`config.mk`:
```
export PLATFORM = sky130hd
export DESIGN_NAME = wvm_ram
export DESIGN_NICKNAME = d
export VERILOG_FILES = /design/src/wvm_ram.sv
export SDC_FILE = /design/constraint.sdc
export NUM_CORES = 2
export LEC_CHECK = 0
export BUFFER_PORTS_ARGS = -buffer_cell sky130_fd_sc_hd__buf_4
export CORE_MARGIN = 5
export CORE_UTILIZATION = 25
export CTS_BUF_LIST = sky130_fd_sc_hd__clkbuf_16
export CTS_CLUSTER_DIAMETER = 100
export DETAILED_ROUTE_END_ITERATION = 10
export PLACE_DENSITY_LB_ADDON = 0.1
export SYNTH_ARGS = -nofsm -noshare
export SYNTH_HDL_FRONTEND = slang
export SYNTH_SLANG_ARGS = --single-unit
```
`constraint.sdc`:
```
create_clock -name clk_i -period 4.5 [get_ports clk_i]
set_clock_uncertainty 0.05 [all_clocks]
set_input_delay 0 -clock clk_i [delete_from_list [all_inputs] [get_ports clk_i]]
set_output_delay 0 -clock clk_i [all_outputs]
set_load 0.03 [all_outputs]
```
`src/wvm_ram.sv`:
```
// Generic single-port RAM with registered read data.
module wvm_ram #(
  parameter int WIDTH = 8,
  parameter int DEPTH = 256
) (
  input  logic                     clk_i,
  input  logic                     we_i,
  input  logic [$clog2(DEPTH)-1:0] addr_i,
  input  logic [WIDTH-1:0]         wdata_i,
  output logic [WIDTH-1:0]         rdata_o
);

  logic [WIDTH-1:0] mem_q [DEPTH];

  always_ff @(posedge clk_i) begin
    if (we_i) begin
      mem_q[addr_i] <= wdata_i;
    end
    rdata_o <= mem_q[addr_i];
  end

endmodule

```
**After elaboration in Yosys (flattened, before gate mapping)**

Memory sizes are Yosys's and may differ from the RTL's. A register that Yosys moved wholly into a read port is not among the register bits.
Cells that the tools add are included.
W data, S select, Z words.

- Output and inout bits: 8
- Memories: 1
- Input port bits: 18
- Bits in writable memories: 2048
- Register bits after elaboration: 0

- Mux-type cells: 2

Memories:

| name | words | width | read ports | clocked after memory_dff | wr ports | RTL line | text |
|---|---|---|---|---|---|---|---|
| mem_q | 256 | 8 | 1 | 1 | 1 | 13 | `logic [WIDTH-1:0] mem_q [DEPTH];` |

Operators by type and width:

| kind | count |
|---|---|
| $mux W1 | 2 |

**Logic depth before layout (Yosys ltp)**

- Depth after elaboration: 2
- Gate-level depth with buffers: 10

**Worst setup path before layout**

Ideal clock, no wire load.

- Path type: input to register
- Start point: in addr_i[1]
- End point: mem mem_q[111][0], enable pin
- Data required time: 4.080 ns
- Arrival: 1.849 ns
- Path slack: 2.231 ns
- Cell stages on the path: 9
- Library setup time: 0.370 ns
- Cell sequence: buf_2 -> clkbuf_1 -> clkbuf_1 -> nand2_1 -> buf_2 -> nor2_1 -> nand2_1 -> clkbuf_1 -> nor2_1

RTL lines:

| item | RTL line | text |
|---|---|---|
| start: declaration | 8 | `input logic [$clog2(DEPTH)-1:0] addr_i,` |
| end: declaration | 13 |  |

Straight into the memory's write port.

==> metrics.md <==
| Metric | Value |
|---|---|
| Outcome | finished clean |
| Routed WL per cell | 29.8 um |
| Max cap viols | 0 |
| Met2 routed WL | 115000 um |
| Design Power | 41.6 mW |
| Flop and latch count out of synthesis | about 2100 |
| Unique cell type count in the Yosys netlist | 22 |
| Leakage | ~28 nW |
| Initial antenna violation count | 16 |
| Max VDD drop | slightly above 0.3 mV |
| Synth Area in Adders | 0% |
| Reg2Reg Depth | 7 |
| Nets | 3867 |
| CP Class | in2reg |
| Total global routing overflow | 0 |
| Core Rows | 205 |
| Synthesized cell area | 0.0785 mm^2 |
| Yosys top cell by area | edfxtp_1 |
| DRC viols | 0 |
| Reg-to-Reg End | rdata_o[2]$_DFF_P_ |
| Worst-margin pin slew | 1.29 ns |
| Gpl congestion | 0.712 |
| Crit-path cells | buf_8 > buf_12 > mux4_2 > a22oi_1 > a21oi_1 > o41ai_1 > buf_4 > nand4_1 > dlygate4sd3_1 |
| Worst hold start | wdata_i[2] |
| Worst-path clk slew | 0.06 ns |
| Slowest cell on the critical path | o41ai_1 |
| Initial Util | 25.1% |
| RSZ-0062 raised after global routing | false |
| Number of flops mapped to enable cells by yosys | a little over 2000 |
| Fin. Hold Viols | 0 |
| Die area | roughly 0.33 mm^2 |
| Crit path max-delay family | buffers and inverters |
| Area growth, synth to finish | 18.2% |
| Setup tns final | 0 ns |
| Setup Fix Bufs, Post-CTS | 0 |
| Mapped Cells | 3547 |
| Peak Freq | 262 MHz |
| CP peak stage delay | 1.16 ns |
| Hold Path Class | in2reg |
| Predominant post-synthesis flop cell | edfxtp_1 |
| First-pass GRT wire length | 337000 um |
| CP bufs+invs | 4 |
| I/O Buffers | 25 |
| Post-synthesis compound-gate area fraction | between 3 and 4% |
| HPWL after detailed placement | 146000 um |
| DR vias/cell | 4.58 |
| Final Critical Period | 3.81 ns |
| Critical path required time | 5.21 ns |
| Count of warnings emitted by yosys | 0 |
| Drt pass-1 iters | 5 |
| Core area | around 0.31 mm^2 |
| Hold Path Sink | mem_q[210][2]$_DFFE_PP_ |
| Synth area leaders | edfxtp_1 78%, mux4_2 15%, a22oi_1 2.4% |
| Die Y | 570 um |
| Mux cell area share after synthesis | between 10 and 15% |
| Clock Sinks | 2056 |
| DR top layer | met5 |
| Clock Power Share | between 40 and 50% |
| DRT Wirelength | 244000 um |
| P_sw | 9.30 mW |
| Num CTS Buffers | 237 |
| Longest Clk Path Bufs | 4 |
| Sw frac | 22.4% |
| I/O pin count | 26 |
| Crit path arrival time | 4.52 ns |
| Post-synthesis sequential area ratio | 78.6% |
| Clock latency on the worst-skew pair | 0.89 ns |
| Detail Route Antenna Nets | 0 |
| CP Capture Type | register |
| Clock root cell | clkbuf_16 |
| Period utilisation layout | 84.7% |
| Crit path max fanout | between 50 and 60 |
| Vias in the first global route | 39900 |
| Setup violators final | 0 |
| P_int | 32.3 mW |
| Slew margin rel. | approximately 13% |
| Simple-gate area share of the yosys netlist | between 1.5 and 2% |
| Pwr Density | 448 mW/mm^2 |
| Wire length on met3 | 9950 um |
| Synth Area in XOR/XNOR | 0% |
| Post_cts resized | 0 |
| Die width | 570 um |
| Share of layout cells above drive strength 1 | around 28% |
| Count leader, synth | edfxtp_1 |
| Register share of total power | approximately half |
| Fillers | 30300 |
| Yosys top cell area share | 78.3% |
| Post-Syn Nets | between 3000 and 4000 |
| Syn Area/Cell | 22.1 um^2 |
| CTS H-tree depth | 4 |
| Async set or reset register ratio after synthesis | 0% |
| 1st-iter DRT viols | around 3200 |
| Via count | 37500 |
| Largest family of logic cells by synthesized area | multiplexers |
| Reg2reg start | mem_q[172][2]$_DFFE_PP_ |
| Largest net degree at the start of global routing | approximately 150 |
| Met1 wire length | 113000 um |
| CTS tree | yes |
| Hold Path Depth | 2 |
| Reg2Reg Setup Slack | 0.72 ns |
| All-Layer GR Usage | 14.7% |
| Synth cell count leaders | 2048 x edfxtp_1, 512 x mux4_2, 256 x a22oi_1, 232 x nor2_1, 145 x clkbuf_1 |
| Count of final max-slew check failures | 0 |
| Startpoint type of the worst setup path | primary input |
| Comb power frac | 4.8% |
==> worst reg2reg max path: stages, from the launching register on <==
cell and delay (ns):
edfxtp_1 0.38, mux4_2 0.46, a22oi_1 0.50, a21oi_1 0.17, o41ai_1 1.16, buf_4 0.31, nand4_1 0.08, dlygate4sd3_1 0.56
==> layer usage <==
metal | vias to the layer above | track usage [%]
li1 | 15700 | -
met5 | - | 0
met1 | 20700 | 21.0
met4 | 6 | 3.73
met3 | 301 | 2.16
met2 | 812 | 23.7
==> cells by family (layout without fill, tap and decap cells) <==
| kind of cell | Yosys count | after routing |
|---|---|---|
| flops | 2056 | 2056 |
| compound gates | 416 | 416 |
| mux | 512 | 512 |
| other cells | 0 | 4 |
| simple gates | 330 | 330 |
| buf+inv | 233 | 733 |
==> power by group through the flow <==
stage               sequential (mW)  clock, mW  combinational, mW
global placement               21.6          0               2.07
floorplan                      21.6          0              0.938
detailed placement             21.6          0               2.07
global route                   21.1       19.8               2.14
CTS                            21.2       19.0               2.09
finish                         21.2       18.4               2.01
==> cell type report <==
class	instances	area [um^2]	area share [%]
Clock inverter	197	1340	1.45
Tap cell	4140	5180	5.58
Multi-Input combinational cell	1258	15800	17.1
Timing Repair Buffer	295	2740	2.96
Clock buffer	240	6010	6.47
Antenna cell	4	10.0	0.0108
Inverter	1	3.75	0.00405
Sequential cell	2056	61700	66.5
==> cell usage in the layout (no fill, tap or decap), types with 5 or more instances in the layout <==
cell	Yosys	routed
edfxtp_1	2048	2048
mux4_2	512	512
a22oi_1	256	256
clkbuf_16	0	240
buf_4	16	236
nor2_1	232	231
a21oi_1	128	128
inv_1	1	64
clkinv_1	0	58
clkinv_2	0	46
buf_12	0	33
o41ai_1	32	32
nor3_1	30	30
nand2_1	28	20
dlygate4sd3_1	0	16
bufinv_16	0	15
buf_8	0	10
nand2_2	0	8
nand4_1	8	8
nand3_2	0	8
dfxtp_1	8	8
clkinvlp_4	0	6
nor2b_1	7	5
nand3_1	13	5
==> through the flow <==
stage | util, % | area [um^2] | setup slack, ns | instances | hold WS [ns]
CTS | 29.7 | 92800 | 0.810 | 8187 | 0.0573
floorplan | - | 78500 | 2.23 | 3547 | 0.0489
detailed placement | 27.3 | 85300 | 0.414 | 7734 | 0.314
global placement | 27.3 | 85300 | 0.396 | 7734 | 0.320
finish | 29.7 | 92800 | 0.688 | 8191 | 0.114
global route | 29.7 | 92800 | 0.716 | 8188 | 0.107
==> how the worst max path moves through the flow <==
stage | start | endpoint | slack (ns) | cells after the start
final | addr_i[0] | rdata_o[2]$_DFF_P_ | 0.69 | 9
after global routing | addr_i[0] | rdata_o[2]$_DFF_P_ | 0.72 | 9
after CTS | mem_q[172][2]$_DFFE_PP_ | rdata_o[2]$_DFF_P_ | 0.81 | 7
after detailed placement | addr_i[0] | rdata_o[6]$_DFF_P_ | 0.41 | 8
after global placement | addr_i[0] | rdata_o[2]$_DFF_P_ | 0.40 | 8
after floorplan | addr_i[1] | mem_q[111][0]$_DFFE_PP_ | 2.23 | 9
==> registers in the layout, summed over array words and instances (netlist names) <==
name     count
mem_q     2048
rdata_o      8
==> timing repair <==
action	4_1_cts	5_1_grt
setup endpoints to repair	0	0
hold buffers	16	0
endpoints found under the hold margin	1709	0
Note: power is estimated with default switching activity, not from simulation.
