[src/wvm_mul.sv]
// Shared signed 9x9 multiplier with registered product.
module wvm_mul (
  input  logic               clk_i,
  input  logic               en_i,
  input  logic signed [8:0]  a_i,
  input  logic signed [8:0]  b_i,
  output logic signed [17:0] prod_o
);

  always_ff @(posedge clk_i) begin
    if (en_i) begin
      prod_o <= a_i * b_i;
    end
  end

endmodule

[config.mk]
export PLATFORM = sky130hd
export DESIGN_NAME = wvm_mul
export DESIGN_NICKNAME = d
export VERILOG_FILES = /design/src/wvm_mul.sv
export SDC_FILE = /design/constraint.sdc
export NUM_CORES = 1
export LEC_CHECK = 0
export BUFFER_PORTS_ARGS = -buffer_cell sky130_fd_sc_hd__buf_2
export CORE_ASPECT_RATIO = 1.4
export CORE_MARGIN = 2
export CORE_UTILIZATION = 50
export CTS_CLUSTER_DIAMETER = 50
export DETAILED_ROUTE_END_ITERATION = 10
export PLACE_DENSITY = 0.79
export SETUP_SLACK_MARGIN = 0.2
export SYNTH_ARGS = -nofsm -noshare
export SYNTH_HDL_FRONTEND = slang
export SYNTH_SLANG_ARGS = --single-unit
[constraint.sdc]
create_clock -name clk_i -period 5.9 [get_ports clk_i]
set_input_delay 1.18 -clock clk_i [delete_from_list [all_inputs] [get_ports clk_i]]
set_output_delay 1.18 -clock clk_i [all_outputs]
set_load 0.1 [all_outputs]
* Word level (Yosys, flattened, before mapping)
Cells that the tools add are included.
** Word-level totals
- Register bits :: 18
- Latch bits :: 0
- RAM bits :: 0
- Bits in read-only memories :: 0
- Output and inout bits :: 18
- Logic and storage cells :: 2
- Memories :: 0
** Operators by class
- Add/sub/neg operators :: 0
- Multipliers :: 1
- Div/mod/pow operators :: 0
- $lt $le $gt $ge :: 0
- Equality and inequality tests :: 0
- Shift operators :: 0
- Mux-type cells :: 0
- Bitwise gates (word level) :: 0
- Reduce and logical (&&, ||, !) cells :: 0
** Operators by type and width (number)
- 9-bit by 9-bit multiplier with 18-bit output :: 1

* Logic depth before layout (Yosys ltp)
Gate-level depths: netlist of run 1.
- Depth after elaboration :: 1
- Mapped depth :: 18
- Mapped depth without buffers :: 17

* Worst setup path after synthesis of run 1
Ideal clock, no wire load.
- Kind :: in2reg
- From :: in b_i[0]
- To :: reg prod_o[16], data pin
- Arrival time :: 5.296 ns
- Data required time :: 5.737 ns
- Slack :: 0.442 ns
- Cell stages on the path :: 14
- Cell sequence :: clkbuf_1 nand2_1 fa_1 fa_1 fa_1 fa_1 inv_1 ha_1 ha_1 a21oi_1 xor2_1 or3_1 a31o_1 o221ai_1
** On the way
- Longest elaborated chain between the ends :: 1
** Ends and longest elaborated chain
- start, declared :: RTL line 6 : input logic signed [8:0] b_i,
- 9-bit by 9-bit multiplier with 18-bit output :: RTL line 12 : prod_o <= a_i * b_i;
- end signal, assigned :: RTL line 12
- end, declared :: RTL line 7 : output logic signed [17:0] prod_o
Every way passes these cells.
A chain may end at the register's enable or synchronous reset.

* Worst setup path after layout of run 1
- From :: in a_i[8]
- To :: reg prod_o[16], data pin
** On the way
- Longest elaborated chain between the ends :: 1
** Ends and longest elaborated chain
- start, declared :: RTL line 5 : input logic signed [8:0] a_i,
- 9-bit by 9-bit multiplier with 18-bit output :: RTL line 12
Every way passes these cells.

==> flow_summary.toml, run 1 <==
[cells_and_area]
insertedDiodeCount = 0
layout_common_cells = "inv_1, fa_1, nand2_1"
synthToLayoutAreaGrowth_pct = 9.10
final_common_cell = "inv_1"
final_core_util_pct = 56.1
largest_reg_flops = 18
finish.instance_area_sq_mm = 0.00392
top_regs = "prod_o: 18 flops"
final_nets = 511
largest-register = "prod_o"
drive_above_1_share_pct = 12.6
filler_cell_count = 596

[job]
maxCapViolCount = 0

[routing]
drtIter0Drc = 117
num_vias = 2424
wire_per_inst_um = 13.9
finalWirelength_um = 6610
vias_per_cell = 5.08
drc = 0
drt_first_pass_iters = 4
drtAntennaViolNets = 0

[critical_path]
arrival_ps = 5520
required_ps = 5990
crit_type = "primary input to register"
endpoint_kind = "register"
cp_max_fo = 9
cp-startpoint = "a_i[8]"
worst_setup_path_start_kind = "primary input"

[global_routing]
grt_pass1_vias = 2535
track_usage_pct = 18.1
grt_max_degree = 19
antenna_found_initial = 0
grt-ovfl-total = 0
grt_pass1_wl_um = 11100

[worst_hold_path]
hp-class = "primary input to register"
worstHoldStart = "b_i[0]"

[floorplan]
die_x_um = 75.6
pin_count = 38
row_count = 36
coreArea_sq_mm = 0.00698
start_util_pct = 51.4
fp.dieH_um = 104
dieArea_sq_mm = 0.00788

[cts]
clkTransAtPathRegs_ps = 70
clockBufferDepth = 2
cts_resized = 0
tritoncts = "done"
cts_hold_buf = 0
cts-root-buf = "clkbuf_8"
cts_max_level = 1
clock-sinks = 18
post_cts_buffers = 0
tritoncts.num_buffers = 3

[yosys]
syn_avg_cell_area_sq_um = 10.3
synthesis.area_sq_mm = 0.00359
ys_warn_count = 0
yosys_most_used_dff = "edfxtp_1"
synth_edf_count = 18
syn_nets = 475
synthCells = 347
synthDistinctLibCells = 32
synth_area_leaders = "fa_1, edfxtp_1, ha_1"
synth_seq_area_share_pct = 15.1
yosysTopAreaCell = "fa_1"
synth_top_cell_area_share_pct = 39.1
ys_ff_latch = 18
async_flop_share_pct = 0

[place]
dp_hpwl_um = 5770
routabilityCongestion = 0.861
place_area_sq_mm = 0.00387
portBuffers = 37

[status]
status = "finished, final reports clean"

[sta]
timing.hold.ws_ps = 1330
finalCritPeriodShare_pct = 92.0
worstMarginPinSlew_ps = 487
hold_viol = 0
final.setup.tns_ps = 0
max_freq_mhz = 184
rsz0062_at_grt = "false"
slew_headroom_pct = 67.7
setup_violations = 0
slew_violations = 0
min_period_ps = 5430
==> per-layer routing <==
layer	global-route usage, %	wire (um)
met1	22.8	2480
met2	31.9	3750
met3	1.55	225
met4	5.76	155
met5	0	0
==> per-stage QoR <==
stage | setup WS (ps) | instances
2_1_floorplan | 442 | 347
3_3_place_gp | 365 | 473
3_5_place_dp | 220 | 473
4_1_cts | 467 | 477
5_1_grt | 210 | 477
6_report | 475 | 477
==> worst max-delay path: stages <==
cell      delay [ps]
buf_2            180
nand2_1          150
fa_1             770
fa_1             600
fa_1             550
fa_1             530
inv_1             50
ha_1             290
ha_1             360
a21oi_1          200
xor2_1           100
or3_1            310
a31o_1           190
o221ai_1          70
==> kinds of logic after synthesis <==
family / after synthesis / share of synthesized area (%)
fa+ha+maj: 108 / 52.3
simple gates: 92 / 12.9
buf+inv: 80 / 8.37
compound gates: 30 / 6.69
xor+xnor: 18 / 4.39
flops: 18 / 15.1
mux: 1 / 0.314
==> cells in the mapped netlist (2+ instances only) <==
cell type,instances
nand2b_1,3
a21oi_1,6
xor2_1,4
and2_1,34
nor2_1,4
nand2_1,41
edfxtp_1,18
clkbuf_1,6
o21a_1,3
a21o_1,2
nor2b_1,6
or3_1,3
fa_1,70
ha_1,38
inv_1,74
xnor2_1,14
o21ai_0,6
==> worst paths after layout <==
kind	endpoint	slack, ps	cells past startpoint
hold / removal	prod_o[0]$_DFFE_PP_	1330	2
setup / recovery	prod_o[16]$_DFFE_PP_	470	14
==> cell type report <==
| class | instances | area (sq um) | share of cell area (%) |
|---|---|---|---|
| Clock buffer | 3 | 41.3 | 1.05 |
| Clock inverter | 1 | 3.75 | 0.0959 |
| Inverter | 74 | 278 | 7.09 |
| Multi-Input combinational cell | 249 | 2750 | 70.2 |
| Sequential cell | 18 | 541 | 13.8 |
| Tap cell | 95 | 119 | 3.04 |
| Timing Repair Buffer | 37 | 185 | 4.73 |
Power of run 1 is not shown: default switching activity piles up to over one toggle a cycle in this logic, so the estimate is an artifact.
==> run 2, diff against run 1 <==
--- a/config.mk
+++ b/config.mk
@@ -5,13 +5,15 @@
 export SDC_FILE = /design/constraint.sdc
 export NUM_CORES = 1
 export LEC_CHECK = 0
+export ABC_AREA = 1
 export BUFFER_PORTS_ARGS = -buffer_cell sky130_fd_sc_hd__buf_2
 export CORE_ASPECT_RATIO = 1.4
 export CORE_MARGIN = 2
 export CORE_UTILIZATION = 50
 export CTS_CLUSTER_DIAMETER = 50
 export DETAILED_ROUTE_END_ITERATION = 10
-export PLACE_DENSITY = 0.79
+export GPL_ROUTABILITY_DRIVEN = 0
+export PLACE_DENSITY = 0.78
 export SETUP_SLACK_MARGIN = 0.2
 export SYNTH_ARGS = -nofsm -noshare
 export SYNTH_HDL_FRONTEND = slang
==> run 2 against run 1 <==
Net effect:
- core utilization down 0.77 points
- via count rose by 16%
- synthesized cell count rose by 31%
- largest cell class unchanged
- routed wire length up 6.0%
==> flow_summary.toml, run 2 <==
[place]
portBuffers = 37
dp_hpwl_um = 6310

[routing]
drtIter0Drc = 163
drt_first_pass_iters = 4
finalWirelength_um = 7010
num_vias = 2801
drtAntennaViolNets = 0
wire_per_inst_um = 12.1
drc = 0
vias_per_cell = 4.85

[yosys]
synth_area_leaders = "fa_1, edfxtp_1, inv_1"
synthDistinctLibCells = 19
syn_avg_cell_area_sq_um = 8.24
synthAdderAreaFrac_pct = 50.0
async_flop_share_pct = 0
synth_top_cell_area_share_pct = 37.3
synthCells = 456
yosysTopAreaCell = "fa_1"
synth_edf_count = 18
yosys_most_used_dff = "edfxtp_1"
yosys.cell_count.top_type = "inv_1"
synth_top_family_by_area = "adder cells"
synth_common_cells = "inv_1, nand2_1, fa_1"
synthesis.area_sq_mm = 0.00376
ys_warn_count = 0
yosys.area_share.simple_pct = 16.9
synth_seq_area_share_pct = 14.4
synth-xor-area-share_pct = 1.86
ys_ff_latch = 18
muxShareOfSynthArea_pct = 0
syn_nets = 584
synth_compound_area_share_pct = 2.03

[sta]
final.setup.tns_ps = 0
min_period_ps = 5210
finalCritPeriodShare_pct = 88.4
max_freq_mhz = 192
hold_viol = 0
rsz0062_at_grt = "false"
slew_violations = 0
worstMarginPinSlew_ps = 487
slew_headroom_pct = 67.8
setup_violations = 0

[global_routing]
grt_pass1_vias = 2890
grt-ovfl-total = 0
antenna_found_initial = 0
grt_max_degree = 19
grt_pass1_wl_um = 12000
track_usage_pct = 18.0

[worst_hold_path]
hp-class = "primary input to register"
hold_depth = 3

[critical_path]
critPathMaxStageDelay_ps = 760
cp_slowest_cell = "fa_1"
cp_max_fo = 9
endpoint_kind = "register"
crit_type = "primary input to register"
arrival_ps = 5230
cp_cell_sequence = "buf_2 -> nand2_1 -> fa_1 -> fa_1 -> fa_1 -> fa_1 -> inv_1 -> ha_1 -> ha_1 -> nand2_1 -> nand2_1 -> inv_1 -> o21a_1 -> nand3_1 -> inv_1 -> nand2_1 -> nand2_1"
cpMostUsedCell = "nand2_1"
worst_setup_path_start_kind = "primary input"
required_ps = 5920

[cells_and_area]
drive_above_1_share_pct = 9.79
layout_common_cells = "inv_1, nand2_1, fa_1"
final_core_util_pct = 55.3
insertedDiodeCount = 0
final_common_cell = "inv_1"
top_regs = "prod_o: 18 flops"
synthToLayoutAreaGrowth_pct = 7.66
largest_reg_flops = 18
final_nets = 609
largest-register = "prod_o"

[floorplan]
dieArea_sq_mm = 0.00823
coreArea_sq_mm = 0.00731
row_count = 37
die_x_um = 77.3
start_util_pct = 51.4
fp.dieH_um = 107
pin_count = 38

[cts]
cts-root-buf = "clkbuf_8"
post_cts_buffers = 0
clock-sinks = 18
cts_max_level = 1
cts_hold_buf = 0
cts_resized = 0
clkTransAtPathRegs_ps = 70
tritoncts = "done"
tritoncts.num_buffers = 3
clockBufferDepth = 2

[status]
status = "finished, final reports clean"

[job]
maxCapViolCount = 0
-- run 2: cells by family (layout without fill, tap and decap cells) --
group           after synthesis  in the layout
simple gates                160            160
fa+ha+maj                   108            108
xor+xnor                      8              8
compound gates               13             13
flops                        18             18
buf+inv                     149            173
-- run 2: cell type report --
class,instances,area (sq um)
Clock buffer,3,41.3
Clock inverter,1,3.75
Fill cell,700,3270
Inverter,132,495
Multi-Input combinational cell,289,2660
Sequential cell,18,541
Tap cell,97,121
Timing Repair Buffer,37,185
-- run 2: metal layers --
| metal | track usage, % | vias to the layer above | wire length (um) |
|---|---|---|---|
| li1 | - | 1358 | - |
| met1 | 20.5 | 1345 | 2490 |
| met2 | 34.0 | 76 | 4010 |
| met3 | 2.27 | 22 | 288 |
| met4 | 6.63 | 0 | 221 |
| met5 | 0 | - | 0 |
-- run 2: metrics by stage --
| step | hold slack (ps) | std cells | setup slack [ps] | area [sq um] |
|---|---|---|---|---|
| final | 1360 | 577 | 687 | 4050 |
| after floorplan | 1290 | 456 | 575 | 3760 |
| after detailed placement | 1610 | 573 | 419 | 4000 |
| after CTS | 1350 | 577 | 680 | 4050 |
| after global routing | 1370 | 577 | 430 | 4050 |
| after global placement | 1620 | 573 | 502 | 4000 |
-- run 2: final timing paths --
path                   start              endpoint  slack, ps
worst max-delay path  a_i[8]  prod_o[17]$_DFFE_PP_        690
worst min-delay path  b_i[0]   prod_o[0]$_DFFE_PP_       1360
-- run 2: critical path: cells and delay by family --
family / cells / cell delay [ps]
fa+ha+maj: 6 / 3070
simple gates: 6 / 470
buf+inv: 4 / 320
compound gates: 1 / 170
Power of run 2 is left out for the same reason.
==> run 3, diff against run 2 <==
--- a/config.mk
+++ b/config.mk
@@ -13,7 +13,7 @@
 export CTS_CLUSTER_DIAMETER = 50
 export DETAILED_ROUTE_END_ITERATION = 10
 export GPL_ROUTABILITY_DRIVEN = 0
-export PLACE_DENSITY = 0.78
+export PLACE_DENSITY = 0.81
 export SETUP_SLACK_MARGIN = 0.2
 export SYNTH_ARGS = -nofsm -noshare
 export SYNTH_HDL_FRONTEND = slang
==> constraint.sdc (replaced) <==
create_clock -name clk_i -period 4.3 [get_ports clk_i]
set_input_delay 0.86 -clock clk_i [delete_from_list [all_inputs] [get_ports clk_i]]
set_output_delay 0.86 -clock clk_i [all_outputs]
set_load 0.1 [all_outputs]
==> run 3 against run 2 <==
Net effect:
- the flow now finishes with violations (setup timing)
- first-iteration DRC count down 17%
- sequential cell count unchanged
- highest routed layer unchanged
- critical path depth up 1
- worst hold slack worse by 300 ps
- sequential share of layout area down 2.6 points
- core utilization up 13 points
- non-clock buffer count up 54
- global-route usage up 5.6 points
- via count up 12%
==> flow_summary.toml, run 3 (same netlist as run 2, synthesis figures left out) <==
[status]
status = "finished, violations left"
violations = "setup timing"

[cells_and_area]
insertedDiodeCount = 0
final_nets = 663
largest-register = "prod_o"
layout_common_cells = "inv_1, nand2_1, fa_1"
largest_reg_flops = 18
top_regs = "prod_o: 18 flops"
layout.area.seq_sq_um = 541
final_cell_count_no_fill = 631
multi_input_area_sq_mm = 0.00310
finish.instance_area_sq_mm = 0.00503
filler_cell_count = 523
final_common_cell = "inv_1"
drive_above_1_share_pct = 33.9
synthToLayoutAreaGrowth_pct = 33.8

[job]
maxCapViolCount = 0

[cts]
clockBufferDepth = 2
tritoncts.num_buffers = 3
cts_max_level = 1
clock-sinks = 18
cts-root-buf = "clkbuf_8"
clkTransAtPathRegs_ps = 70
cts_hold_buf = 0
tritoncts = "done"

[global_routing]
grt-ovfl-total = 0
grt_max_degree = 19
antenna_found_initial = 0
grt_pass1_vias = 3474
track_usage_pct = 23.6
grt_pass1_wl_um = 15200

[sta]
hold_viol = 0
setup_violations = 9
rsz0062_at_grt = "true"
worstMarginPinSlew_ps = 489
finalWorstSetupSlack_ps = -254
min_period_ps = 4550
slew_violations = 0
slew_headroom_pct = 67.6
finalCritPeriodShare_pct = 106
max_freq_mhz = 220
final.setup.tns_ps = -1580

[place]
place_area_sq_mm = 0.00458
placed_cells = 618
portBuffers = 37
dp_hpwl_um = 7080

[critical_path]
arrival_ps = 4590
endpoint_kind = "register"
crit_type = "primary input to register"
required_ps = 4330
path_buf_inv = 4
critPathMaxStageDelay_ps = 550
cp_cell_sequence = "buf_8 -> nand2_4 -> inv_2 -> fa_1 -> inv_2 -> fa_1 -> inv_2 -> fa_1 -> fa_1 -> fa_2 -> ha_4 -> nand2_4 -> o21ai_4 -> nand2_2 -> nand2_4 -> nand2_4 -> nand3_2 -> nand2_1"
crit_family = "adder cells"
cp_slowest_cell = "fa_1"
crit_cells = 18
cp_max_fo = 4
worst_setup_path_start_kind = "primary input"

[routing]
drc = 0
drtIter0Drc = 136
finalWirelength_um = 9210
wire_per_inst_um = 14.6
drt_first_pass_iters = 4
num_vias = 3129
drtAntennaViolNets = 0
vias_per_cell = 4.96

[floorplan]
coreArea_sq_mm = 0.00731
fp.dieH_um = 107
die_x_um = 77.3
pin_count = 38
dieArea_sq_mm = 0.00823
start_util_pct = 51.4
row_count = 37

[worst_hold_path]
hp-class = "primary input to register"
hold_depth = 1
run 3: cell types whose count changed in the layout (fill, tap and decap cells not counted), sizes merged:
cell,change
buf,+54
run 3: metrics by stage:
stage | util [%] | hold slack [ps] | worst slack (ps)
final | 68.7 | 1060 | -254
after global routing | 68.7 | 1080 | -375
after CTS | 67.0 | 1050 | -201
after detailed placement | 62.7 | 1330 | -588
after global placement | 62.7 | 1330 | -518
after floorplan | - | 972 | -376
run 3: layer usage:
metal | share of wire [%] | vias to the layer above | track usage, %
met5 | 0 | - | 0
met4 | 6.0 | 0 | 14.8
met3 | 3.4 | 47 | 1.77
met2 | 56 | 104 | 46.1
met1 | 34 | 1513 | 23.6
li1 | - | 1465 | -
run 3: layout make-up:
cell class | instances | area share (%)
Tap cell | 97 | 2.41
Multi-Input combinational cell | 289 | 61.7
Clock inverter | 1 | 0.0747
Inverter | 132 | 9.91
Clock buffer | 3 | 0.822
Sequential cell | 18 | 10.8
Timing Repair Buffer | 91 | 14.3
run 3: timing repair:
action | 4_1_cts | 5_1_grt
setup endpoints to repair | 11 | 11
setup buffers | 5 | 4
gates resized for setup | 66 | 28
pin swaps | 29 | 10
run 3: path summary, 6_finish.rpt:
check	from	end	slack, ps
worst max-delay path	a_i[3]	prod_o[15]$_DFFE_PP_	-250
worst min-delay path	en_i	prod_o[2]$_DFFE_PP_	1060
Power of run 3 is left out for the same reason.
